<file path="config.mk">
export PLATFORM = sky130hd
export DESIGN_NAME = json_string_unescape_utf8_top
export DESIGN_NICKNAME = d
export VERILOG_FILES = /design/src/hw/rtl/jsu_pkg.sv /design/src/hw/rtl/jsu_decode.sv /design/src/hw/rtl/jsu_out_buf.sv /design/src/hw/rtl/json_string_unescape_utf8_top.sv
export SDC_FILE = /design/constraint.sdc
export NUM_CORES = 1
export LEC_CHECK = 0
export BUFFER_PORTS_ARGS = -buffer_cell sky130_fd_sc_hd__clkbuf_2
export CAP_MARGIN = 20
export CORE_MARGIN = 2
export CORE_UTILIZATION = 61
export CTS_CLUSTER_DIAMETER = 30
export CTS_CLUSTER_SIZE = 28
export DETAILED_ROUTE_END_ITERATION = 12
export GPL_TIMING_DRIVEN = 0
export PLACE_DENSITY = 0.88
export RECOVER_POWER = 50
export SYNTH_ARGS = -nofsm -noshare
export SYNTH_HDL_FRONTEND = slang
export SYNTH_SLANG_ARGS = --single-unit
</file>
<file path="constraint.sdc">
create_clock -name clk -period 3.5 [get_ports clk]
set_input_delay 0.175 -clock clk [delete_from_list [all_inputs] [get_ports clk]]
set_output_delay 0.175 -clock clk [all_outputs]
set_load 0.05 [all_outputs]
</file>
<file path="src/hw/rtl/jsu_pkg.sv">
// Package for the JSON string unescaper: decode state type, end codes,
// the result bundle passed from decode to output buffer, and helpers.
// No dependencies.
`default_nettype none

package jsu_pkg;

    typedef enum logic [1:0] {
        MODE_NORMAL = 2'd0,
        MODE_ESCAPE = 2'd1,
        MODE_HEX    = 2'd2
    } mode_t;

    localparam logic [1:0] END_DATA  = 2'd0;
    localparam logic [1:0] END_QUOTE = 2'd1;
    localparam logic [1:0] END_NUL   = 2'd2;

    localparam logic [7:0] CHAR_NUL       = 8'h00;
    localparam logic [7:0] CHAR_QUOTE     = 8'h22;
    localparam logic [7:0] CHAR_BACKSLASH = 8'h5C;
    localparam logic [7:0] CHAR_SLASH     = 8'h2F;
    localparam logic [7:0] CHAR_B         = 8'h62;
    localparam logic [7:0] CHAR_F         = 8'h66;
    localparam logic [7:0] CHAR_N         = 8'h6E;
    localparam logic [7:0] CHAR_R         = 8'h72;
    localparam logic [7:0] CHAR_T         = 8'h74;
    localparam logic [7:0] CHAR_U         = 8'h75;

    localparam logic [1:0] HEX_LAST = 2'd3;

    typedef struct packed {
        logic [1:0] cnt;
        logic [1:0] kind;
        logic [7:0] byte0;
        logic [7:0] byte1;
        logic [7:0] byte2;
    } bundle_t;

    function automatic logic [4:0] hex_digit(input logic [7:0] c);
        logic [4:0] r;
        begin
            r = 5'd0;
            if (c >= 8'h30 && c <= 8'h39)
            begin
                r = {1'b1, c[3:0]};
            end
            else if ((c >= 8'h61 && c <= 8'h66) || (c >= 8'h41 && c <= 8'h46))
            begin
                r = {1'b1, c[3:0] + 4'd9};
            end
            return r;
        end
    endfunction

endpackage

`default_nettype wire

</file>
<file path="src/hw/rtl/jsu_decode.sv">
// Escape decoder: holds the escape state and turns one raw byte into a
// bundle of zero to three result bytes. Depends on jsu_pkg.
`default_nettype none

module jsu_decode (
    input  wire logic            clk,
    input  wire logic            rst_n,
    input  wire logic            load,
    input  wire logic [7:0]      in_byte,
    output jsu_pkg::bundle_t     bundle
);

    jsu_pkg::mode_t mode_reg, mode_next;
    logic [1:0]     hex_count_reg, hex_count_next;
    logic [15:0]    code_reg, code_next;
    logic           stopped_reg, stopped_next;

    logic [4:0]     hd;
    logic [15:0]    code_upd;

    always_ff @(posedge clk or negedge rst_n)
    begin
        if (!rst_n)
        begin
            mode_reg      <= jsu_pkg::MODE_NORMAL;
            hex_count_reg <= 2'd0;
            code_reg      <= 16'd0;
            stopped_reg   <= 1'b0;
        end
        else if (load)
        begin
            mode_reg      <= mode_next;
            hex_count_reg <= hex_count_next;
            code_reg      <= code_next;
            stopped_reg   <= stopped_next;
        end
    end

    always_comb
    begin
        hd             = jsu_pkg::hex_digit(in_byte);
        code_upd       = (!stopped_reg && hd[4]) ? {code_reg[11:0], hd[3:0]} : code_reg;
        mode_next      = jsu_pkg::MODE_NORMAL;
        hex_count_next = 2'd0;
        code_next      = 16'd0;
        stopped_next   = 1'b0;
        bundle         = '0;
        bundle.kind    = jsu_pkg::END_DATA;

        if (in_byte == jsu_pkg::CHAR_NUL)
        begin
            bundle.cnt  = 2'd1;
            bundle.kind = jsu_pkg::END_NUL;
        end
        else
        begin
            case (mode_reg)
                jsu_pkg::MODE_ESCAPE:
                begin
                    bundle.cnt   = 2'd1;
                    bundle.byte0 = in_byte;
                    case (in_byte)
                        jsu_pkg::CHAR_QUOTE,
                        jsu_pkg::CHAR_BACKSLASH,
                        jsu_pkg::CHAR_SLASH: bundle.byte0 = in_byte;
                        jsu_pkg::CHAR_B:     bundle.byte0 = 8'h08;
                        jsu_pkg::CHAR_F:     bundle.byte0 = 8'h0C;
                        jsu_pkg::CHAR_N:     bundle.byte0 = 8'h0A;
                        jsu_pkg::CHAR_R:     bundle.byte0 = 8'h0D;
                        jsu_pkg::CHAR_T:     bundle.byte0 = 8'h09;
                        jsu_pkg::CHAR_U:
                        begin
                            bundle.cnt = 2'd0;
                            mode_next  = jsu_pkg::MODE_HEX;
                        end
                        default:
                        begin
                            bundle.cnt   = 2'd2;
                            bundle.byte0 = jsu_pkg::CHAR_BACKSLASH;
                            bundle.byte1 = in_byte;
                        end
                    endcase
                end
                jsu_pkg::MODE_HEX:
                begin
                    if (hex_count_reg != jsu_pkg::HEX_LAST)
                    begin
                        mode_next      = jsu_pkg::MODE_HEX;
                        hex_count_next = hex_count_reg + 2'd1;
                        code_next      = code_upd;
                        stopped_next   = stopped_reg | ~hd[4];
                    end
                    else if (code_upd < 16'h0080)
                    begin
                        bundle.cnt   = 2'd1;
                        bundle.byte0 = code_upd[7:0];
                    end
                    else if (code_upd < 16'h0800)
                    begin
                        bundle.cnt   = 2'd2;
                        bundle.byte0 = {3'b110, code_upd[10:6]};
                        bundle.byte1 = {2'b10, code_upd[5:0]};
                    end
                    else
                    begin
                        bundle.cnt   = 2'd3;
                        bundle.byte0 = {4'b1110, code_upd[15:12]};
                        bundle.byte1 = {2'b10, code_upd[11:6]};
                        bundle.byte2 = {2'b10, code_upd[5:0]};
                    end
                end
                default:
                begin
                    if (in_byte == jsu_pkg::CHAR_QUOTE)
                    begin
                        bundle.cnt  = 2'd1;
                        bundle.kind = jsu_pkg::END_QUOTE;
                    end
                    else if (in_byte == jsu_pkg::CHAR_BACKSLASH)
                    begin
                        mode_next = jsu_pkg::MODE_ESCAPE;
                    end
                    else
                    begin
                        bundle.cnt   = 2'd1;
                        bundle.byte0 = in_byte;
                    end
                end
            endcase
        end
    end

endmodule

`default_nettype wire

</file>
<file path="src/hw/rtl/jsu_out_buf.sv">
// Result register: holds one decoded bundle and hands its bytes out one
// transaction per cycle while m_tready is high. Depends on jsu_pkg.
`default_nettype none

module jsu_out_buf (
    input  wire logic             clk,
    input  wire logic             rst_n,
    input  wire logic             load,
    input  wire jsu_pkg::bundle_t bundle,
    output logic                  free,
    output logic                  m_tvalid,
    input  wire logic             m_tready,
    output logic [7:0]            m_tdata,  // out_byte
    output logic [1:0]            m_tuser,  // end_kind
    output logic                  m_tlast
);

    logic [1:0] cnt_reg, cnt_next;
    logic [1:0] kind_reg, kind_next;
    logic [7:0] b0_reg, b0_next;
    logic [7:0] b1_reg, b1_next;
    logic [7:0] b2_reg, b2_next;
    logic       pop;

    assign m_tvalid = (cnt_reg != 2'd0);
    assign m_tdata  = b0_reg;
    assign m_tuser  = kind_reg;
    assign m_tlast  = (cnt_reg == 2'd1);
    assign pop      = m_tvalid && m_tready;
    assign free     = (cnt_reg == 2'd0) || (cnt_reg == 2'd1 && m_tready);

    always_comb
    begin
        cnt_next  = cnt_reg;
        kind_next = kind_reg;
        b0_next   = b0_reg;
        b1_next   = b1_reg;
        b2_next   = b2_reg;
        if (load)
        begin
            cnt_next  = bundle.cnt;
            kind_next = bundle.kind;
            b0_next   = bundle.byte0;
            b1_next   = bundle.byte1;
            b2_next   = bundle.byte2;
        end
        else if (pop)
        begin
            cnt_next  = cnt_reg - 2'd1;
            kind_next = jsu_pkg::END_DATA;
            b0_next   = b1_reg;
            b1_next   = b2_reg;
        end
    end

    always_ff @(posedge clk or negedge rst_n)
    begin
        if (!rst_n)
        begin
            cnt_reg  <= 2'd0;
            kind_reg <= jsu_pkg::END_DATA;
        end
        else
        begin
            cnt_reg  <= cnt_next;
            kind_reg <= kind_next;
        end
    end

    always_ff @(posedge clk)
    begin
        b0_reg <= b0_next;
        b1_reg <= b1_next;
        b2_reg <= b2_next;
    end

endmodule

`default_nettype wire

</file>
<file path="src/hw/rtl/json_string_unescape_utf8_top.sv">
// Flow: an accepted byte is held in in_byte_reg, then decoded and loaded into the
// output register when free. Throughput: one input byte per cycle while not stalled;
// a byte with several results (3-byte UTF-8) holds the output until all are taken.
// Reset: rst_n clears the escape state and both stages, leaving the block idle.
// Top level of the JSON string unescaper; uses jsu_pkg, jsu_decode and jsu_out_buf.
`default_nettype none

module json_string_unescape_utf8_top (
    input  wire logic       clk,
    input  wire logic       rst_n,
    input  wire logic       s_tvalid,
    output logic            s_tready,
    input  wire logic [7:0] s_tdata,   // in_byte
    output logic            m_tvalid,
    input  wire logic       m_tready,
    output logic [7:0]      m_tdata,   // out_byte
    output logic [1:0]      m_tuser,   // end_kind
    output logic            m_tlast
);

    logic             in_valid_reg;
    logic [7:0]       in_byte_reg;
    logic             free;
    logic             load;
    jsu_pkg::bundle_t bundle;

    assign load     = in_valid_reg && free;
    assign s_tready = !in_valid_reg || free;

    always_ff @(posedge clk or negedge rst_n)
    begin
        if (!rst_n)
        begin
            in_valid_reg <= 1'b0;
        end
        else if (s_tready)
        begin
            in_valid_reg <= s_tvalid;
        end
    end

    always_ff @(posedge clk)
    begin
        if (s_tready && s_tvalid)
        begin
            in_byte_reg <= s_tdata;
        end
    end

    jsu_decode u_decode (
        .clk     (clk),
        .rst_n   (rst_n),
        .load    (load),
        .in_byte (in_byte_reg),
        .bundle  (bundle)
    );

    jsu_out_buf u_out_buf (
        .clk      (clk),
        .rst_n    (rst_n),
        .load     (load),
        .bundle   (bundle),
        .free     (free),
        .m_tvalid (m_tvalid),
        .m_tready (m_tready),
        .m_tdata  (m_tdata),
        .m_tuser  (m_tuser),
        .m_tlast  (m_tlast)
    );

endmodule

`default_nettype wire
</file>
# Word level (Yosys, flattened, before mapping)
# Index checks and enable logic that the tools add are counted.
[classes] n_addsub=3 multipliers=0 div_mod_pow=0 magnitude_cmp=8 n_eq_ne=13 shifts=0 muxes=49 bitwise_logic=3 n_reduce_logical=23
[ops] operator="16-bit two-way mux" count=5
[ops] operator="8-bit two-way mux" count=10
[ops] operator="8-bit by 7-bit == test with 1-bit output, second input constant" count=7
[ops] operator="24-bit two-way mux" count=2
[ops] operator="8-bit case mux with 6 select lines" count=1
[ops] operator="8-bit case mux with 2 select lines" count=2
[ops] operator="2-bit two-way mux" count=14
[ops] operator="8-bit by 6-bit == test with 1-bit output, second input constant" count=2
[ops] operator="8-bit by 7-bit >= comparator with 1-bit output, second input constant" count=2
[ops] operator="8-bit by 7-bit <= comparator with 1-bit output, second input constant" count=2
[ops] operator="16-bit by 12-bit less-than comparator with 1-bit output, second input constant" count=1
[ops] operator="16-bit by 8-bit less-than comparator with 1-bit output, second input constant" count=1
[ops] operator="14-bit two-way mux" count=1
[ops] operator="2-bit case mux with 2 select lines" count=3
[ops] operator="5-bit two-way mux" count=2
[ops] operator="9-bit OR reduction" count=1
[ops] operator="8-bit by 6-bit >= comparator with 1-bit output, second input constant" count=1
[ops] operator="8-bit by 6-bit <= comparator with 1-bit output, second input constant" count=1
[ops] operator="1-bit logical AND" count=8
[ops] operator="8-bit zero test" count=1
[ops] operator="1-bit two-way mux" count=8
[ops] operator="4-bit OR reduction" count=2
[ops] operator="8-bit OR reduction" count=1
[ops] operator="5-bit OR reduction" count=1
[ops] operator="14 further kinds" count=20
[word_totals] regBits=58 latch_bits=0 mem_bits_rw=0 mem_bits_ro=0 in_bits=12 out_inout_bits=13 word_cells=111 mem_count=0

# Logic depth before layout (Yosys ltp)
# Gate-level depths: netlist of the first run.
[depth] depth_word=14 mapped_depth=13 ltp_nobuf=10

# By module
# From an unflattened synthesis of the first run, not the netlist that was laid out.
[hier_totals] cells_unflattened=381 area_unflattened_um2=3762.4
[modules_own_cells] module="jsu_decode" n_inst=1 cells_per_inst=299 area_each_um2=2298.5
[modules_own_cells] module="jsu_out_buf" n_inst=1 cells_per_inst=69 area_each_um2=1163.6
[modules_own_cells] module="json_string_unescape_utf8_top" n_inst=1 cells_per_inst=13 area_each_um2=300.3

# Least setup slack after synthesis of the first run
# OpenSTA, ideal clock, no wires.
[synth_path] path_kind="reg-to-reg" startpoint="register in_byte_reg[1]" endpoint="register u_out_buf.b0_reg[5] (netlist: u_out_buf.m_tdata[5]) (data pin)" setup_ps=256 arrival_ps=2760 t_required_ps=3244 slack_ps=484 stages_incl_launch_ff=12 synth_period_minus_slack_ps=3016 path_cell_list="edfxtp_1 > clkbuf_1 > inv_1 > ha_1 > or4b_1 > o2111ai_2 > a31o_1 > buf_6 > mux2i_4 > a31oi_1 > a211o_1 > a22o_1"
[synth_via] elab_chain_len=14 word_cells_on_any_way=37 cone_classes="1 x add/sub; 8 x order compare; 9 x eq/ne; 12 x mux; 7 x reduce/logical"
[synth_rtl] element="start: declaration" line_no="json_string_unescape_utf8_top.sv:22" text="logic [7:0] in_byte_reg;"
[synth_rtl] element="start signal: assignment" line_no="json_string_unescape_utf8_top.sv:46" text="in_byte_reg <= s_tdata;"
[synth_rtl] element="8-bit by 7-bit >= comparator with 1-bit output or 8-bit by 7-bit <= comparator with 1-bit output (tied branches)" line_no="jsu_pkg.sv:47" text="else if ((c >= 8'h61 && c <= 8'h66) || (c >= 8'h41 && c <= 8'h46))"
[synth_rtl] element="1-bit logical AND" line_no="jsu_pkg.sv:47"
[synth_rtl] element="1-bit logical OR" line_no="jsu_pkg.sv:47"
[synth_rtl] element="5-bit two-way mux" line_no="jsu_pkg.sv:47"
[synth_rtl] element="5-bit two-way mux" line_no="jsu_pkg.sv:43" text="if (c >= 8'h30 && c <= 8'h39)"
[synth_rtl] element="1-bit logical AND" line_no="jsu_decode.sv:42" text="code_upd = (!stopped_reg && hd[4]) ? {code_reg[11:0], hd[3:0]} : code_reg;"
[synth_rtl] element="16-bit two-way mux" line_no="jsu_decode.sv:42"
[synth_rtl] element="16-bit by 12-bit less-than comparator with 1-bit output" line_no="jsu_decode.sv:98" text="else if (code_upd < 16'h0800)"
[synth_rtl] element="14-bit two-way mux" line_no="jsu_decode.sv:98"
[synth_rtl] element="8-bit two-way mux" line_no="jsu_decode.sv:93" text="else if (code_upd < 16'h0080)"
[synth_rtl] element="24-bit two-way mux" line_no="jsu_decode.sv:86" text="if (hex_count_reg != jsu_pkg::HEX_LAST)"
[synth_rtl] element="8-bit case mux with 2 select lines" line_no="jsu_decode.sv:57" text="case (mode_reg)"
[synth_rtl] element="24-bit two-way mux *" line_no="jsu_decode.sv:50" text="if (in_byte == jsu_pkg::CHAR_NUL)"
[synth_rtl] element="8-bit two-way mux *" line_no="jsu_out_buf.sv:39" text="if (load)"
[synth_rtl] element="via u_out_buf.b0_next[5]" line_no="jsu_out_buf.sv:20" text="logic [7:0] b0_reg, b0_next;"
[synth_rtl] element="end signal: assignment" line_no="jsu_out_buf.sv:72" text="b0_reg <= b0_next;"
[synth_rtl] element="end: declaration" line_no="jsu_out_buf.sv:20"
# Mark *: on every way through the listed nets, which the timed path passes. The rest lies on a longest branch.
# A chain may end at the register's enable or synchronous reset.

# Worst setup path after layout of the first run
[layout_path] startpoint="register in_byte_reg[0]" endpoint="register u_out_buf.b1_reg[3] (data pin)"
[layout_via] elab_chain_len=14 word_cells_on_any_way=35 cone_classes="1 x add/sub; 8 x order compare; 9 x eq/ne; 10 x mux; 7 x reduce/logical"
[layout_rtl] element="8-bit by 7-bit >= comparator with 1-bit output or 8-bit by 7-bit <= comparator with 1-bit output (tied branches)" line_no="jsu_pkg.sv:47"
[layout_rtl] element="1-bit logical AND" line_no="jsu_pkg.sv:47"
[layout_rtl] element="1-bit logical OR" line_no="jsu_pkg.sv:47"
[layout_rtl] element="5-bit two-way mux" line_no="jsu_pkg.sv:47"
[layout_rtl] element="5-bit two-way mux" line_no="jsu_pkg.sv:43"
[layout_rtl] element="1-bit logical AND" line_no="jsu_decode.sv:42"
[layout_rtl] element="16-bit two-way mux" line_no="jsu_decode.sv:42"
[layout_rtl] element="16-bit by 12-bit less-than comparator with 1-bit output" line_no="jsu_decode.sv:98"
[layout_rtl] element="14-bit two-way mux" line_no="jsu_decode.sv:98"
[layout_rtl] element="16-bit two-way mux" line_no="jsu_decode.sv:93"
[layout_rtl] element="24-bit two-way mux" line_no="jsu_decode.sv:86"
[layout_rtl] element="8-bit case mux with 2 select lines" line_no="jsu_decode.sv:57"
[layout_rtl] element="24-bit two-way mux *" line_no="jsu_decode.sv:50"
[layout_rtl] element="8-bit two-way mux *" line_no="jsu_out_buf.sv:39"
[layout_rtl] element="via u_out_buf.b1_next[3]" line_no="jsu_out_buf.sv:21" text="logic [7:0] b1_reg, b1_next;"
[layout_rtl] element="end signal: assignment" line_no="jsu_out_buf.sv:73" text="b1_reg <= b1_next;"
[layout_rtl] element="end: declaration" line_no="jsu_out_buf.sv:21"
# Marked as above.

==> summary.md, run 1 <==
| Metric | Value |
|---|---|
| Outcome | complete, but fails checks |
| Failing checks | max-capacitance violations, max-slew violations |
| Cell Count, Final, Fillers Out | roughly 480 |
| WS Path Type | flop to flop |
| Min Hold Slack | between 0.004 and 0.005 ns |
| # DRC | 0 |
| Endpoints failing setup | 0 |
| Sequential area share after synthesis | ~45% |
| Vias per cell | approximately 6.7 |
| Diode count | 0 |
| Post-synth EDFFs | 31 |
| Critical Path RT | approximately 3.6 ns |
| Yosys warns | 0 |
| Largest net degree at the start of global routing | 27 |
| # Max-Cap Violations | 1 |
| Tmin final | 3.32 ns |
| Fill cells | between 400 and 500 |
| Peak VDD IR | between 0.0004 and 0.0005 V |
| Post-route cell area | roughly 0.0039 mm2 |
| Initial antenna violation count | 0 |
| Drt first pass iters | 5 |
| Vias | about 3200 |
| Worst slack at placement | 0.0201 ns |
| I/O Pins | 25 |
| Drt initial violations | 454 |
| Cell Area, Placed | approximately 0.0037 mm2 |
| Slew headroom | -2.04% |
| Tot GR Track Use | 31.7% |
| First-pass GRT wire length | 15.0 mm |
| Max Fclk | approximately 300 MHz |
| Synthesized flop and latch total | between 50 and 60 |
| Clock Tree Buf Depth | 2 |
| P_leak | between 1.5 and 2 nW |
| Total die area | between 0.006 and 0.007 mm2 |
| Max reg flops | 16 |
| Final #Nets | about 430 |
| Async S/R FF share, synth | between 40 and 50% |
| Worst setup EP type | flop |
| CTS tree | done |
| Clk sinks | 57 |
| Count of input and output buffers | 24 |
| Area Growth Syn to Fin | 12.1% |
| Setup_tns | 0 ns |
| Arr. time, crit path | 3.42 ns |
| Crit start category | flop |
| Share of layout cells above drive strength 1 | approximately 11% |
| Rows | 27 |
| Hold WC Path Type | input pin to flop |
| Post-Place Cells | 460 |
| Syn_nets | roughly 380 |
| CTS Root Cell | clkbuf_8 |
| RD Place Congestion | 0.990 |
| Die height | ~80 um |
| Commonest non-fill, non-tap cell in the layout | nand2_1 |
| Setup Skew | 0.0105 ns |
| Pins over their slew limit | 27 |
| Final hold vios | 0 |
| Mean area per synthesized cell | a little under 10 um2 |
| Wire per inst | slightly below 20 um |
| Vias in the first global route | between 2000 and 3000 |
| Core area | 0.00551 mm2 |
| Initial Util | approximately 63% |
| GR Overflow Total | 0 |
| Most frequent cells in the layout | nand2_1 (45), clkbuf_1 (32), edfxtp_1 (31) |
| Final period util | a little over nine tenths |
| H-tree levels | 3 |
| DIE WIDTH | 79.6 um |
| WL final | between 9 and 10 mm |
| Reg clk slew, reported paths | 0.06 ns |
| Ys flop type | edfxtp_1 |
| Dpl hpwl | between 6 and 7 mm |
| Fin worst setup slack | between 0.15 and 0.2 ns |
| PD cells | 689 mW/mm2 |
| Critical Path Fanout Max | 10 |
| Synthesized area | around 0.0035 mm2 |
| Unique masters post-synth | roughly 70 |
| Mapped Cells | between 300 and 400 |
| Post-CTS sizing | 0 |
| Worst-Skew Late Latency | about 0.35 ns |
| Final antenna-violating net count | 0 |
| Worst Tran Pin Value | around 1.5 ns |
| Num CTS Buffers | 9 |
==> final timing paths <==
| check | startpoint | end | slack, ns | depth (start not counted) |
|---|---|---|---|---|
| hold reg to reg | u_out_buf.m_tuser[0] | u_out_buf.m_tuser[0] | 0.48 | 2 |
| hold / removal | s_tdata[7] | in_byte_reg[7] | 0.005 | 1 |
| setup / recovery | in_byte_reg[0] | u_out_buf.b1_reg[3] | 0.18 | 10 |
| setup reg to reg | in_byte_reg[0] | u_out_buf.b1_reg[3] | 0.18 | 10 |
| max in group asynchronous | rst_n | u_decode.code_reg[15] | 1.87 | 2 |
| min in group asynchronous | rst_n | u_out_buf.cnt_reg[0] | 0.73 | 2 |
==> critical path: stages (launching register included) <==
cell      delay (ns)
edfxtp_1        0.46
inv_1           0.18
ha_1            0.27
o21bai_1        0.10
a2111o_1        0.43
buf_6           0.15
a31oi_2         0.52
buf_4           0.30
mux2i_1         0.22
o22ai_1         0.11
a221o_1         0.33
==> through the flow <==
stage / utilization (%) / power (mW)
4_1_cts: 70.4 / 2.66
3_5_place_dp: 67.2 / 2.15
2_1_floorplan: - / 1.85
5_1_grt: 71.0 / 2.81
3_3_place_gp: 67.1 / 2.12
6_report: 71.0 / 2.69
==> report_power, final <==
part / internal (mW) / total, mW / switching, mW
Sequential: 0.945 / 1.01 / 0.0643
Combinational: 0.315 / 1.15 / 0.837
Clock: 0.270 / 0.531 / 0.261
Total: 1.53 / 2.69 / 1.16
==> kinds of logic (layout without fill, tap and decap cells) <==
group	Yosys count	after routing	synth area share, %
simple gates	124	124	17.6
compound gates	117	117	23.8
flops	57	57	45.4
buf+inv	40	88	5.17
mux	14	14	4.38
fa+ha+maj	9	9	3.23
xor+xnor	2	2	0.502
==> area by class of cell <==
type / count / area (um2) / share of cell area, %
well taps: 72 / 90.1 / 2.30
plain buffers: 24 / 120 / 3.07
multi-input cells: 266 / 1730 / 44.1
clock buffers: 12 / 145 / 3.71
flip-flops and latches: 57 / 1580 / 40.4
inverters: 15 / 56.3 / 1.44
clock inverters: 4 / 18.8 / 0.480
repair buffers: 33 / 173 / 4.42
==> layer usage <==
layer | wire, um | track usage, % | up-vias
met5 | 0 | 0 | -
met1 | 4010 | 45.7 | 1529
li1 | - | - | 1462
met4 | 202 | 10.9 | 0
met2 | 4360 | 47.3 | 222
met3 | 937 | 7.01 | 27
==> cell usage after synthesis, types with 3 or more instances <==
cell      count  area share (%)
buf_2         3            0.43
clkbuf_1     17             1.8
a22oi_1       3            0.65
edfxtp_1     31              27
and2_1        5            0.90
nor2_1       21             2.3
nand2b_1      5            0.90
buf_6         3            0.97
nand3_1      13             1.9
a31oi_1       3            0.54
a22o_1       14             3.5
dfrtp_1      26              19
nor3_1        9             1.3
a21oi_1      21             3.0
mux2i_1      13             3.7
o211ai_1      4            0.86
inv_1        13             1.4
o22ai_1       4            0.72
nand2_1      45             4.8
nor4_1        4            0.72
a211oi_1      5             1.1
a221o_1       5             1.4
o21ai_1       6            0.86
o21ai_0      20             2.9
or3_1         3            0.54
a32oi_1       5             1.3
and3_1        4            0.72
ha_1          9             3.2
==> repair_timing <==
item / in CTS / in global routing
hold endpoints to repair: 26 / 1
hold buffers: 1 / 1
setup endpoints to repair: 0 / 18
buffers inserted: 0 / 6
No activity file was read; power rests on OpenSTA's default activity.
==> inputs of run 2 (changes only) <==
==> constraint.sdc (replaced) <==
create_clock -name clk -period 3.55 [get_ports clk]
set_input_delay 0.1775 -clock clk [delete_from_list [all_inputs] [get_ports clk]]
set_output_delay 0.1775 -clock clk [all_outputs]
set_load 0.05 [all_outputs]
==> run 2 against run 1 <==
Against the previous run: the flow still finishes with violations (max-capacitance violations, max-slew violations); count of clock-buffer cells in the layout unchanged; global-route usage did not move; final area fell by 0.64%; via count increased by 0.86%; clock power decreased by 0.9%; final cell count down 0.62%; routed wire length is 0.65% lower.
==> summary.md, run 2 (synthesis gave the netlist of run 1 again) <==
| Metric | Value |
|---|---|
| Cell Area, Placed | 0.00370 mm2 (unchanged) |
| Worst-Skew Late Latency | 0.35 ns (about the same) |
| Slew headroom | -3.98% (was -2.04%) |
| Num CTS Buffers | 9 (unchanged) |
| Die height | 79.6 um (unchanged) |
| Drt initial violations | 528 (was 454) |
| Crit start category | flop (unchanged) |
| Reg clk slew, reported paths | 0.06 ns (about the same) |
| Crit path cell chain | inv_1, ha_1, or4b_1, o2111ai_2, a31o_1, buf_6, mux2i_4, a31oi_1, a211o_1, a22o_1 (was inv_1, ha_1, o21bai_1, a2111o_1, buf_6, a31oi_2, buf_4, mux2i_1, o22ai_1, a221o_1) |
| Peak VDD IR | 0.000473 V (was 0.000481 V) |
| Vias | 3268 (was 3240) |
| Rows | 27 (unchanged) |
| Slowest CP cell | or4b_1 (was a31oi_2) |
| WS Path Type | flop to flop (unchanged) |
| Arr. time, crit path | 3.47 ns (was 3.42 ns) |
| Critical Path RT | 3.64 ns (was 3.59 ns) |
| Sequential share of power | 37.5% (about the same) |
| Max Fclk | 296 MHz (was 301 MHz) |
| Vias per cell | 6.81 (was 6.71) |
| Slowest stage delay, CP | 0.51 ns (was 0.52 ns) |
| Largest net degree at the start of global routing | 27 (unchanged) |
| Failing checks | max-capacitance violations, max-slew violations (unchanged) |
| Initial Util | 63.3% (unchanged) |
| Clock network fraction of total power | 19.8% (was 19.7%) |
| Setup Skew | 0.0126 ns (was 0.0105 ns) |
| H-tree levels | 3 (unchanged) |
| WL final | 9.45 mm (was 9.51 mm) |
| Setup_tns | 0 ns (unchanged) |
| Endpoints failing setup | 0 (unchanged) |
| # DRC | 0 (unchanged) |
| Hold WC Path Type | input pin to flop (unchanged) |
| Sw Ratio | 43.2% (about the same) |
| Buf+Inv Stages, Crit Path | 2 (was 3) |
| Fill cells | 421 (was 415) |
| Worst setup EP type | flop (unchanged) |
| Final antenna-violating net count | 0 (unchanged) |
| Final period util | 95.1% (was 95.0%) |
| Diode count | 0 (unchanged) |
| CTS Root Cell | clkbuf_8 (unchanged) |
| Final #Nets | 424 (was 427) |
| GR Overflow Total | 0 (unchanged) |
| Vias in the first global route | 2935 (unchanged) |
| Dpl hpwl | 6.76 mm (unchanged) |
| I/O Pins | 25 (unchanged) |
| Wire per inst | 19.7 um (about the same) |
| Unrepaired setup endpoints after global routing | no |
| CTS tree | done (unchanged) |
| First-pass GRT wire length | 15.0 mm (unchanged) |
| Total die area | 0.00634 mm2 (unchanged) |
| Post-route cell area | 0.00388 mm2 (was 0.00391 mm2) |
| P_int | 1.51 mW (was 1.53 mW) |
| Initial antenna violation count | 0 (unchanged) |
| Final core area utilization | 70.6% (was 71.0%) |
| Area Growth Syn to Fin | 11.4% (was 12.1%) |
| Tot Pwr | 2.66 mW (was 2.69 mW) |
| DIE WIDTH | 79.6 um (unchanged) |
| Worst slack at placement | 0.0701 ns (was 0.0201 ns) |
| Max reg flops | 16 (unchanged) |
| Outcome | complete, but fails checks (unchanged) |
| Pins over their slew limit | 27 (unchanged) |
| Fin worst setup slack | 0.173 ns (was 0.176 ns) |
| Count of input and output buffers | 24 (unchanged) |
| Drt first pass iters | 7 (was 5) |
| Most frequent cells in the layout | nand2_1 (45), clkbuf_1 (32), edfxtp_1 (31) (unchanged) |
| Final hold vios | 0 (unchanged) |
| RD Place Congestion | 0.990 (unchanged) |
| Worst Tran Pin Value | 1.56 ns (was 1.53 ns) |
| P_leak | 1.51 nW (was 1.52 nW) |
| Core area | 0.00551 mm2 (unchanged) |
| Delay-heaviest family, CP | compound AO/OA/AOI/OAI gates (unchanged) |
| Logic gate share of total power | 42.7% (was 42.8%) |
| Critical Path Fanout Max | 8 (was 10) |
| Share of layout cells above drive strength 1 | 10.3% (was 10.7%) |
| PD cells | 684 mW/mm2 (was 689 mW/mm2) |
| Commonest non-fill, non-tap cell in the layout | nand2_1 (unchanged) |
| Clk sinks | 57 (unchanged) |
| # Max-Cap Violations | 1 (unchanged) |
| Clock Tree Buf Depth | 2 (unchanged) |
| Net load switching power | 1.15 mW (was 1.16 mW) |
| Tot GR Track Use | 31.7% (unchanged) |
| Tmin final | 3.38 ns (was 3.32 ns) |
[run 2: timing repair]
| action | CTS | global route |
|---|---|---|
| gates resized for setup | 0 | 0 |
| endpoints found under the setup margin | 0 | 14 |
| hold buffers | 1 | 0 |
| hold endpoints to repair | 26 | 0 |
| setup buffers | 0 | 4 |
[run 2: final cells by class]
cell class                 instances  area (um2)  share of cell area [%]
buffer                            24         120                    3.09
clock inverter                     4        18.8                   0.483
sequential                        57        1580                    40.7
tap                               72        90.1                    2.32
inverter                          15        56.3                    1.45
clock buffer                      12         145                    3.74
timing repair buffer              30         148                    3.80
multi-input combinational        266        1730                    44.4
[run 2: routing by layer]
metal	routed length [um]	up-vias	global-route usage (%)
met1	4020	1536	45.7
li1	-	1460	-
met5	0	-	0
met2	4250	241	47.3
met3	960	31	7.01
met4	218	0	10.9
[run 2: final timing paths]
check / startpoint / end / slack (ns) / cells after the start
worst max-delay path: in_byte_reg[0] / u_out_buf.m_tdata[5] / 0.17 / 10
worst min-delay path: s_tdata[7] / in_byte_reg[7] / 0.009 / 1
worst max register to register: in_byte_reg[0] / u_out_buf.m_tdata[5] / 0.17 / 10
worst min register to register: u_out_buf.m_tuser[0] / u_out_buf.m_tuser[0] / 0.48 / 2
max in group asynchronous: rst_n / u_decode.code_reg[7] / 1.89 / 2
min in group asynchronous: rst_n / u_out_buf.cnt_reg[0] / 0.74 / 2
[run 2: stage by stage]
| stage | hold WS [ns] | instances |
|---|---|---|
| 2_1_floorplan | -0.118 | 363 |
| 5_1_grt | 0.00168 | 480 |
| 3_5_place_dp | 0.261 | 460 |
| 3_3_place_gp | 0.234 | 459 |
| 4_1_cts | 0.00804 | 477 |
| 6_report | 0.00910 | 480 |
[run 2: power by group through the flow]
stage,combinational [mW],clock [mW],sequential [mW]
finish,1.13,0.526,0.995
global route,1.21,0.551,1.01
CTS,1.11,0.521,0.993
detailed placement,1.11,0,1.00
global placement,1.09,0,1.00
floorplan,0.666,0,1.16
